--- src/rtl/core/pwc_pkg.sv ---
// Package for the multi-channel pulse width capture block.
// Holds widths, register codes and the job and result types shared by the core modules.
// No dependencies.
package pwc_pkg;

    localparam int CNT_W   = 16;   // timer count and pulse width
    localparam int CH_W    = 2;    // channel field
    localparam int CHANNELS = 4;   // channels in use
    localparam int CH_MAX  = 8;    // largest supported channel count
    localparam int TMO_W   = 2;    // timeout register
    localparam int QDEPTH  = 4;    // front-to-back job queue
    localparam int QPTR_W  = 2;
    localparam int ADDR_W  = 3;
    localparam int DATA_W  = 32;

    localparam logic [TMO_W-1:0] TMO_RESET = 2'd2;
    localparam logic [TMO_W-1:0] OVF_SAT   = 2'd3;

    // register index as seen on paddr[2]
    localparam logic REG_IDX_TIMEOUT = 1'b0;

    // input kinds
    localparam logic REQ_TICK    = 1'b0;
    localparam logic REQ_CAPTURE = 1'b1;

    // one classified item handed from the front to the back
    typedef struct packed {
        logic              tick;
        logic [CH_MAX-1:0] tmo_mask;
        logic [CH_W-1:0]   channel;
        logic [CNT_W-1:0]  width;
        logic              complete;
        logic              watch_falling;
    } job_t;

    typedef struct packed {
        logic [CH_W-1:0]  out_channel;
        logic [CNT_W-1:0] pulse_width;
        logic             complete;
        logic             timed_out;
        logic             watch_falling;
        logic             last;
    } result_t;

endpackage

--- src/rtl/core/multi_channel_pulse_width_capture.sv ---
// Top level of the multi-channel pulse width capture block.
// Depends on pwc_pkg, pwc_front, pwc_queue and pwc_back.
//
// Usage:
//   Slave stream: one beat per event. s_tuser = 0 is a timer overflow tick,
//   1 a capture event on the channel in s_tdata with the latched count.
//   Master stream: result beats. A capture gives one beat (pulse start with
//   watch_falling set, or a finished width). A tick gives one beat per
//   channel that timed out, lowest channel first, m_tlast on the final one,
//   and no beat when nothing timed out. Captures on channels at or above
//   CHANNELS are dropped.
//   APB port: register 0 at address 0 is the timeout in overflows (reset 2).
//   The first result beat passes through the job queue and then the output register.
//   Throughput: one input beat per cycle while the queue is not full, one result
//   beat per cycle while the receiver is ready; a tick timing out N channels gives N beats.
//   The four-entry job queue lets input continue while the receiver stalls;
//   s_tready drops only when the queue is full.
//   Reset disarms all channels and clears the queue and the output valid flag.
module multi_channel_pulse_width_capture (
    input  logic        clk,
    input  logic        rst_n,
    input  logic        s_tvalid,
    output logic        s_tready,
    input  logic [23:0] s_tdata,   // [1:0] channel, [17:2] capture_value, rest zero
    input  logic [0:0]  s_tuser,   // [0] req_type
    output logic        m_tvalid,
    input  logic        m_tready,
    output logic [23:0] m_tdata,   // [1:0] out_channel, [17:2] pulse_width, rest zero
    output logic [2:0]  m_tuser,   // [0] complete, [1] timed_out, [2] watch_falling
    output logic        m_tlast,
    input  logic        psel,
    input  logic        penable,
    input  logic        pwrite,
    input  logic [pwc_pkg::ADDR_W-1:0] paddr,
    input  logic [pwc_pkg::DATA_W-1:0] pwdata,
    output logic [pwc_pkg::DATA_W-1:0] prdata,
    output logic        pready
);
    import pwc_pkg::*;

    logic [TMO_W-1:0] timeout_reg;
    logic             q_full;
    logic             q_empty;
    logic             push;
    logic             pop;
    job_t             job_in;
    job_t             job_head;
    result_t          result;

    assign pready = 1'b1;
    assign prdata = (paddr[2] == REG_IDX_TIMEOUT) ? DATA_W'(timeout_reg) : '0;

    always_ff @(posedge clk or negedge rst_n)
    begin
        if (!rst_n)
            timeout_reg <= TMO_RESET;
        else if (psel && penable && pwrite && pready && paddr[2] == REG_IDX_TIMEOUT)
            timeout_reg <= pwdata[TMO_W-1:0];
    end

    pwc_front u_front (
        .clk           (clk),
        .rst_n         (rst_n),
        .in_valid      (s_tvalid),
        .in_ready      (s_tready),
        .req_type      (s_tuser[0]),
        .channel       (s_tdata[1:0]),
        .capture_value (s_tdata[17:2]),
        .timeout       (timeout_reg),
        .q_full        (q_full),
        .push          (push),
        .job           (job_in)
    );

    pwc_queue u_queue (
        .clk   (clk),
        .rst_n (rst_n),
        .push  (push),
        .din   (job_in),
        .pop   (pop),
        .dout  (job_head),
        .empty (q_empty),
        .full  (q_full)
    );

    pwc_back u_back (
        .clk       (clk),
        .rst_n     (rst_n),
        .q_empty   (q_empty),
        .head      (job_head),
        .pop       (pop),
        .out_ready (m_tready),
        .out_valid (m_tvalid),
        .result    (result)
    );

    assign m_tdata = {6'b0, result.pulse_width, result.out_channel};
    assign m_tuser = {result.watch_falling, result.timed_out, result.complete};
    assign m_tlast = result.last;

endmodule

--- src/rtl/core/pwc_front.sv ---
// Front end: accepts input beats, keeps per-channel arm state and builds jobs.
// Depends on pwc_pkg.
module pwc_front (
    input  logic                       clk,
    input  logic                       rst_n,
    input  logic                       in_valid,
    output logic                       in_ready,
    input  logic                       req_type,
    input  logic [pwc_pkg::CH_W-1:0]   channel,
    input  logic [pwc_pkg::CNT_W-1:0]  capture_value,
    input  logic [pwc_pkg::TMO_W-1:0]  timeout,
    input  logic                       q_full,
    output logic                       push,
    output pwc_pkg::job_t              job
);
    import pwc_pkg::*;

    logic                 armed_reg  [CHANNELS];
    logic                 armed_next [CHANNELS];
    logic [TMO_W-1:0]     ovf_reg    [CHANNELS];
    logic [TMO_W-1:0]     ovf_next   [CHANNELS];
    logic [CNT_W-1:0]     stamp_reg  [CHANNELS];
    logic [CHANNELS-1:0]  tmo_mask;
    logic                 sel_armed;
    logic [CNT_W-1:0]     sel_stamp;
    logic                 ch_ok;
    logic                 accept;
    logic [TMO_W-1:0]     ovf_inc;

    assign in_ready = !q_full;
    assign accept   = in_valid && in_ready;
    assign ch_ok    = int'(channel) < CHANNELS;

    always_comb
    begin
        sel_armed = 1'b0;
        sel_stamp = '0;
        for (int c = 0; c < CHANNELS; c++)
        begin
            if (int'(channel) == c)
            begin
                sel_armed = armed_reg[c];
                sel_stamp = stamp_reg[c];
            end
        end
    end

    always_comb
    begin
        tmo_mask = '0;
        ovf_inc  = '0;
        for (int c = 0; c < CHANNELS; c++)
        begin
            armed_next[c] = armed_reg[c];
            ovf_next[c]   = ovf_reg[c];
            if (accept && req_type == REQ_TICK && armed_reg[c])
            begin
                ovf_inc = (ovf_reg[c] == OVF_SAT) ? OVF_SAT : ovf_reg[c] + 1'b1;
                if (ovf_inc >= timeout)
                begin
                    tmo_mask[c]   = 1'b1;
                    armed_next[c] = 1'b0;
                    ovf_next[c]   = '0;
                end
                else
                begin
                    ovf_next[c] = ovf_inc;
                end
            end
            else if (accept && req_type == REQ_CAPTURE && int'(channel) == c)
            begin
                armed_next[c] = !armed_reg[c];
                ovf_next[c]   = '0;
            end
        end
    end

    always_ff @(posedge clk or negedge rst_n)
    begin
        if (!rst_n)
        begin
            for (int c = 0; c < CHANNELS; c++)
            begin
                armed_reg[c] <= 1'b0;
                ovf_reg[c]   <= '0;
            end
        end
        else
        begin
            for (int c = 0; c < CHANNELS; c++)
            begin
                armed_reg[c] <= armed_next[c];
                ovf_reg[c]   <= ovf_next[c];
            end
        end
    end

    // start stamp is read only while armed, so it needs no reset
    always_ff @(posedge clk)
    begin
        for (int c = 0; c < CHANNELS; c++)
        begin
            if (accept && req_type == REQ_CAPTURE && int'(channel) == c && !armed_reg[c])
                stamp_reg[c] <= capture_value;
        end
    end

    always_comb
    begin
        job               = '0;
        job.tick          = (req_type == REQ_TICK);
        job.tmo_mask      = CH_MAX'(tmo_mask);
        job.channel       = channel;
        // modular difference covers the counter wrap
        job.width         = sel_armed ? capture_value - sel_stamp : '0;
        job.complete      = sel_armed;
        job.watch_falling = !sel_armed;
        if (req_type == REQ_TICK)
            push = accept && (|tmo_mask);
        else
            push = accept && ch_ok;
    end

endmodule

--- src/rtl/core/pwc_queue.sv ---
// Short job queue between the front and the back.
// Depends on pwc_pkg.
module pwc_queue (
    input  logic          clk,
    input  logic          rst_n,
    input  logic          push,
    input  pwc_pkg::job_t din,
    input  logic          pop,
    output pwc_pkg::job_t dout,
    output logic          empty,
    output logic          full
);
    import pwc_pkg::*;

    job_t              mem_reg [QDEPTH];
    logic [QPTR_W-1:0] wr_ptr_reg;
    logic [QPTR_W-1:0] rd_ptr_reg;
    logic [QPTR_W:0]   count_reg;
    logic [QPTR_W:0]   count_next;

    assign empty = (count_reg == '0);
    assign full  = (count_reg == (QPTR_W+1)'(QDEPTH));
    assign dout  = mem_reg[rd_ptr_reg];

    always_comb
    begin
        count_next = count_reg;
        case ({push, pop})
            2'b10:   count_next = count_reg + 1'b1;
            2'b01:   count_next = count_reg - 1'b1;
            default: count_next = count_reg;
        endcase
    end

    always_ff @(posedge clk or negedge rst_n)
    begin
        if (!rst_n)
        begin
            wr_ptr_reg <= '0;
            rd_ptr_reg <= '0;
            count_reg  <= '0;
        end
        else
        begin
            if (push)
                wr_ptr_reg <= wr_ptr_reg + 1'b1;
            if (pop)
                rd_ptr_reg <= rd_ptr_reg + 1'b1;
            count_reg <= count_next;
        end
    end

    always_ff @(posedge clk)
    begin
        if (push)
            mem_reg[wr_ptr_reg] <= din;
    end

endmodule

--- src/rtl/core/pwc_back.sv ---
// Back end: expands queued jobs into registered result beats, one per cycle unless stalled.
// Depends on pwc_pkg.
module pwc_back (
    input  logic             clk,
    input  logic             rst_n,
    input  logic             q_empty,
    input  pwc_pkg::job_t    head,
    output logic             pop,
    input  logic             out_ready,
    output logic             out_valid,
    output pwc_pkg::result_t result
);
    import pwc_pkg::*;

    logic [CH_MAX-1:0] done_reg;
    logic [CH_MAX-1:0] rem;
    logic [CH_MAX-1:0] sel_oh;
    logic [CH_MAX-1:0] rest;
    logic [2:0]        sel_idx;
    logic              load;
    logic              valid_reg;
    result_t           res_reg;
    result_t           res_next;

    assign rem    = head.tmo_mask & ~done_reg;
    assign sel_oh = rem & (~rem + 1'b1);
    assign rest   = rem & ~sel_oh;
    assign load   = !q_empty && (!valid_reg || out_ready);
    assign pop    = load && (!head.tick || rest == '0);

    always_comb
    begin
        sel_idx = '0;
        for (int c = CH_MAX - 1; c >= 0; c--)
        begin
            if (rem[c])
                sel_idx = 3'(c);
        end
    end

    always_comb
    begin
        if (head.tick)
        begin
            res_next.out_channel   = sel_idx[CH_W-1:0];
            res_next.pulse_width   = '0;
            res_next.complete      = 1'b1;
            res_next.timed_out     = 1'b1;
            res_next.watch_falling = 1'b0;
            res_next.last          = (rest == '0);
        end
        else
        begin
            res_next.out_channel   = head.channel;
            res_next.pulse_width   = head.width;
            res_next.complete      = head.complete;
            res_next.timed_out     = 1'b0;
            res_next.watch_falling = head.watch_falling;
            res_next.last          = 1'b1;
        end
    end

    always_ff @(posedge clk or negedge rst_n)
    begin
        if (!rst_n)
        begin
            valid_reg <= 1'b0;
            done_reg  <= '0;
        end
        else
        begin
            if (load)
                valid_reg <= 1'b1;
            else if (out_ready)
                valid_reg <= 1'b0;
            // track channels already reported for the head tick
            if (pop)
                done_reg <= '0;
            else if (load)
                done_reg <= done_reg | sel_oh;
        end
    end

    always_ff @(posedge clk)
    begin
        if (load)
            res_reg <= res_next;
    end

    assign out_valid = valid_reg;
    assign result    = res_reg;

endmodule

--- config.mk ---
export PLATFORM = sky130hd
export DESIGN_NAME = multi_channel_pulse_width_capture
export DESIGN_NICKNAME = d
export VERILOG_FILES = /design/src/rtl/core/pwc_pkg.sv /design/src/rtl/core/multi_channel_pulse_width_capture.sv /design/src/rtl/core/pwc_front.sv /design/src/rtl/core/pwc_queue.sv /design/src/rtl/core/pwc_back.sv
export SDC_FILE = /design/constraint.sdc
export NUM_CORES = 1
export LEC_CHECK = 0
export ABC_AREA = 0
export BUFFER_PORTS_ARGS = -buffer_cell sky130_fd_sc_hd__buf_2
export CAP_MARGIN = 20
export CELL_PAD_IN_SITES_DETAIL_PLACEMENT = 0
export CELL_PAD_IN_SITES_GLOBAL_PLACEMENT = 1
export CORE_MARGIN = 8
export CORE_UTILIZATION = 40
export DETAILED_ROUTE_END_ITERATION = 7
export PLACE_DENSITY = 0.72
export SLEW_MARGIN = 20
export SYNTH_ARGS = -nofsm -noshare
export SYNTH_HDL_FRONTEND = slang
export SYNTH_SLANG_ARGS = --single-unit
--- constraint.sdc ---
create_clock -name clk -period 2.9 [get_ports clk]
set_input_delay 0.58 -clock clk [delete_from_list [all_inputs] [get_ports clk]]
set_output_delay 0.58 -clock clk [all_outputs]
set_load 0.01 [all_outputs]
---- Word-level counts from Yosys, hierarchy flattened ----
Memories as Yosys holds them, arrays and structs flattened.
Cells that the tools add are included.
word-level totals
  output and inout bits ................... 63
  bits in writable memories ............... 164
  logic and storage cells ................. 189
  memories kept ........................... 2
  bits in read-only memories .............. 0
  latch bits .............................. 0
  flip-flop bits (word level) ............. 52
memories
  memory             depth  width  read ports  clocked after memory_dff  write ports  RTL line         RTL
  u_queue.mem_reg    4      25     1           0                         1            pwc_queue.sv:15  job_t mem_reg [QDEPTH];
  u_front.stamp_reg  4      16     4           0                         1            pwc_front.sv:22  logic [CNT_W-1:0] stamp_reg [CHANNELS];
operators by class
  reductions and logical operators ........ 50
  multiply operators ...................... 0
  mux-type cells .......................... 80
  bitwise gates (word level) .............. 9
  magnitude comparators ................... 4
  $add $sub $neg .......................... 10
  shift-type cells ........................ 0
  equality and inequality tests ........... 14
  divide/modulo/power cells ............... 0
operators by type and width
  operator               count
  $mux W16               8
  $mux W2                28
  $reduce_or A16 Y1      3
  $mux W1                40
  $and A8 B8 Y8          3
  $not A8 Y8             3
  $mux W22               1
  $logic_and A1 B1 Y1    21
  $mux W8                2
  $sub A16 B16 Y16       1
  $eq A2 B2 Y1 const B   7
  $reduce_bool A2 Y1     7
  $add A2 B1 Y2 const B  6
  $logic_not A1 Y1       9
  $add A8 B1 Y8 const B  1
  $ge A2 B2 Y1           4
  $logic_not A8 Y1       1
  $ne A2 B2 Y1 const B   4
  $or A8 B8 Y8           1
  $reduce_and A2 Y1      4
  $pmux W3 S2            1
  $eq A2 B1 Y1 const B   2
  $reduce_or A4 Y1       1
  $add A3 B1 Y3 const B  1
  other kinds (6)        8

---- Longest topological paths before layout ----
  depth in word-level cells ............... 12
  mapped depth ............................ 15
  mapped depth without buffers ............ 15

---- Cells and area by module ----
From an unflattened synthesis, not the netlist that was laid out.
unflattened totals
  cells, all modules ...................... 677
  area, all modules ....................... 10536.4 um^2
by module, submodules not included
  module                             sequential area each (um^2)  area each (um^2)  cells an instance  instances
  pwc_queue                          3658.5                       4581.9            188                1
  pwc_front                          2222.1                       4116.4            333                1
  pwc_back                           885.8                        1430.1            110                1
  multi_channel_pulse_width_capture  51.3                         407.9             46                 1

---- Least setup slack after synthesis ----
Ideal clock, no wire load.
  path type ............................... input -> register
  from .................................... input s_tdata[1]
  to ...................................... memory u_queue.mem_reg[0][10] in the netlist's numbering (data pin)
  cell stages on the path ................. 12
  slack ................................... -0.559 ns
  arrival ................................. 3.178 ns
  path buffers ............................ 2
  cell sequence ........................... buf_1 -> clkbuf_1 -> mux4_2 -> ha_1 -> inv_1 -> fa_1 -> a211oi_1 -> o21bai_1 -> a2111oi_0 -> nor3_1 -> xnor2_1 -> nor2_1
RTL lines
  what         RTL line                                 RTL
  from (decl)  multi_channel_pulse_width_capture.sv:24  input logic [23:0] s_tdata,
  to (decl)    pwc_queue.sv:15

---- Worst setup path in the final report ----
  from .................................... register u_front.ovf_reg[3] in the netlist's numbering
  to ...................................... register u_queue.count_reg[2]
between the ends
  longest elaborated chain between the ends .. 10
  elaborated cells on any way between the ends .. 13
ends and longest elaborated chain
  what                                               RTL line          RTL
  from (decl)                                        pwc_front.sv:20   logic [TMO_W-1:0] ovf_reg [CHANNELS];
  from (signal, indexed assignment)                  pwc_front.sv:93   ovf_reg[c] <= ovf_next[c];
  $add A2 B1 Y2 or $eq A2 B2 Y1 (tied branches)      pwc_front.sv:58   ovf_inc = (ovf_reg[c] == OVF_SAT) ? OVF_SAT : ovf_reg[c] + 1'b1;
  $mux W2 (*)                                        pwc_front.sv:58
  $ge A2 B2 Y1 (*)                                   pwc_front.sv:59   if (ovf_inc >= timeout)
  $mux W1 (*)                                        pwc_front.sv:59
  $mux W1 (*)                                        pwc_front.sv:56   if (accept && req_type == REQ_TICK && armed_reg[c])
  $reduce_or A4 Y1 (*)                               pwc_front.sv:119  push = accept && (|tmo_mask);
  $logic_and A1 B1 Y1 (*)                            pwc_front.sv:119
  $mux W1 (*)                                        pwc_front.sv:118  if (req_type == REQ_TICK)
  $eq A2 B1 Y1 or $eq A2 B2 Y1 (tied branches)       pwc_queue.sv:28   case ({push, pop})
  $pmux W3 S2 or $reduce_bool A2 Y1 (tied branches)  --
  to (signal assigned)                               pwc_queue.sv:49   count_reg <= count_next;
  to (decl)                                          pwc_queue.sv:18   logic [QPTR_W:0] count_reg;
Every way passes the cells marked *; elsewhere a longest branch is shown, timed or not.
A chain may end at the register's enable or synchronous reset.

==> results by group <==
Power and ir drop
  – Total Power: 10.5 mW
  – Clock power share: 0.263
  – Worst VDD drop: 0.000372 V
  – Power density cells: 928 nW/um^2
  – Seq pwr share: 0.425
  – Comb power frac: 0.312
  – Int Power: 7.33 mW
  – Sw Pwr: 3.16 mW
  – Switching share of total power: 0.302
  – Leakage: 4.25 nW

Logic synthesis
  – Post-Syn Area: 9480 um^2
  – Ys flop type: edfxtp_1
  – Dominant cells by area after synthesis: edfxtp_1 (59%), mux4_2 (9.7%), dfrtp_1 (6.6%)
  – Cell variety after synth: 59
  – Post-synthesis instance total: 599
  – Post-synth ARST share: 0.123
  – Dominant cell type by area after synthesis: edfxtp_1
  – Synth top area share: 0.589
  – Synthesized area per cell: 15.8 um^2
  – EDFF count, synth: 186
  – Seq/Total Area, Yosys: 0.658
  – Flops & latches, synth: 212
  – Yosys warns: 0

Critical path
  – Reg2Reg Depth: 12
  – R2r endpoint: u_queue.count_reg[2]
  – Top delay family on crit path: adder cells
  – Reg2Reg Setup Slack: 0.13 ns
  – CP max stage delay: 0.40 ns
  – Crit-path cells: or2_2, ha_1, a21o_1, a221oi_2, a21oi_2, inv_1, ha_2, inv_1, fa_1, xor2_1, nor2_1, xor2_1
  – Crit-path slowest cell: dfrtp_1
  – CP endpoint kind: flop
  – Crit Path Max Fanout: 3
  – CP Class: reg2reg
  – Worst EP required: 3.32 ns
  – Worst setup SP type: flop
  – Number of buffers and inverters on the critical path: 2
  – WP data arrival: 3.20 ns
  – Reg2reg start: u_front.ovf_reg[3]

Drt
  – DR WL/cell: 16.9 um
  – Pre-Repair DR Iteration Count: 4
  – Drt drc: 0
  – Avg Vias per Cell: 4.86
  – Routed Antenna Nets: 0
  – Iteration-0 DRC Markers: 196
  – Detailed Route WL: 17900 um
  – Via count: 5128

Floorplanning
  – Die Width: 170 um
  – Site Rows: 56
  – DIE AREA: 28900 um^2
  – Num ports: 130
  – Die Y: 170 um
  – Initial Util: 0.405
  – Core footprint: 23400 um^2

Clocking
  – Post-cts sizing count: 0
  – CTS buffer count: 23
  – Setup bufs post-CTS: 0
  – Sink Count: 212
  – Maximum root-to-sink buffer count: 3
  – H-tree depth: 1
  – Root Driver: clkbuf_16
  – Clk slew on worst S/H paths: 0.06 ns
  – # hold bufs at CTS: 0
  – Worst-Skew Late Latency: 0.50 ns
  – CTS tree: yes

Finish
  – Area Growth Syn to Fin: 19.2%
  – Largest register FFs: 100
  – Share of layout cells above drive strength 1: 0.314
  – Final #Nets: 818
  – Most frequent cells in the layout: edfxtp_1 (186), buf_4 (54), buf_2 (53)
  – Final instance area: 11300 um^2
  – Util after Layout: 0.483
  – Most common cell after layout, fill and taps aside: edfxtp_1
  – Filler cells: 2003

Timing
  – Pins Over Slew Limit: 0
  – Worst-Margin Slew: 0.655 ns
  – Post-layout min period: 2.77 ns
  – RSZ-0062 raised after global routing: no
  – Worst Clk Skew: 0.0126 ns
  – Tcrit/Tclk final: 0.957
  – Fmax: 360 MHz
  – WHS: 0.101 ns
  – Final setup violation count: 0
  – Final Hold Viols: 0
  – Relative slew margins: 0.563

Run
  – Max Cap Violations: 0

Placed design
  – Hpwl dp: 12700 um
  – Port bufs: 54
  – Placer congestion estimate: 0.785
  – Dpl cell area: 10600 um^2

Min path
  – Hold WC Path Type: in2async

Global routing
  – First-pass GRT wire length: 28900 um
  – Vias in the first global route: 5583
  – Global route overflow: 0
  – Initial antenna violation count: 1
  – GRT Overall Usage: 0.126
  – Largest net degree at the start of global routing: 27

Status
  – Status: complete, no violations
## area by class of cell
type,count,area [um^2],share of cell area
flip-flops and latches,212,6240,0.552
multi-input cells,338,3040,0.269
repair buffers,114,790,0.0698
clock buffers,27,591,0.0522
well taps,319,399,0.0353
clock inverters,14,130,0.0115
inverters,31,116,0.0103
diodes,1,2.50,0.000221
## cell usage after synthesis, drive strengths merged, types with 7 or more instances
master	count
edfxtp	186
o21ai	12
a21oi	18
nor2	32
nand2	24
buf	47
dfrtp	25
ha	29
nor2b	22
inv	31
mux4	41
or2	7
xnor2	11
nand2b	13
nor3	8
nand3	8
## metrics by stage
step | cells | setup slack [ns] | TNS [ns]
floorplan | 634 | -0.0919 | -1.00
global placement | 1014 | -0.429 | -15.30
detailed placement | 1014 | -0.491 | -18.13
CTS | 1055 | 0.0436 | 0
global route | 1056 | 0.00302 | 0
finish | 1056 | 0.125 | 0
## worst register-to-register path, delay by kind of cell (launching register included)
family          cells  cell delay [ns]
fa+ha+maj           3             0.87
xor+xnor            2             0.29
flops               1             0.40
buf+inv             2             0.13
simple gates        2             0.43
compound gates      3             0.60
## cells by family after synthesis
family / share of synthesized area
adders and majority gates: 0.0425
AOI/OAI and AO/OA: 0.0544
xor gates and xnor gates: 0.0157
buffers and inverters: 0.0501
DFF: 0.658
and+or+nand+nor: 0.0724
muxes: 0.106
other: 0.000792
## power by group through the flow
stage	Sequential (mW)	Clock (mW)	Combinational, mW
after global placement	4.47	0	3.16
after CTS	4.46	2.83	3.31
final	4.45	2.76	3.27
after global routing	4.52	2.96	3.64
after detailed placement	4.52	0	3.30
after floorplan	4.52	0	2.22
## per-layer routing
metal,wire [um],part of all wire,global-route usage,vias to the layer above
li1,-,-,-,2441
met1,7710,0.43,0.152,2527
met2,8680,0.49,0.220,131
met3,1030,0.057,0.0241,29
met4,440,0.025,0.0477,0
met5,0,0,0,-
## worst max-delay path by stage
| stage | from | end | slack, ns | cells after the start |
|---|---|---|---|---|
| 2_1_floorplan | s_tdata[0] | u_queue.mem_reg[0][10] | -0.09 | 12 |
| 3_3_place_gp | s_tdata[0] | u_queue.mem_reg[0][14] | -0.43 | 10 |
| 3_5_place_dp | s_tdata[0] | u_queue.mem_reg[0][10] | -0.49 | 10 |
| 4_1_cts | s_tdata[0] | u_queue.mem_reg[2][10] | 0.04 | 10 |
| 5_1_grt | u_front.ovf_reg[5] | u_queue.count_reg[2] | 0.003 | 15 |
| 6_report | u_front.ovf_reg[3] | u_queue.count_reg[2] | 0.13 | 12 |
Power figures use the tool's default switching activity.
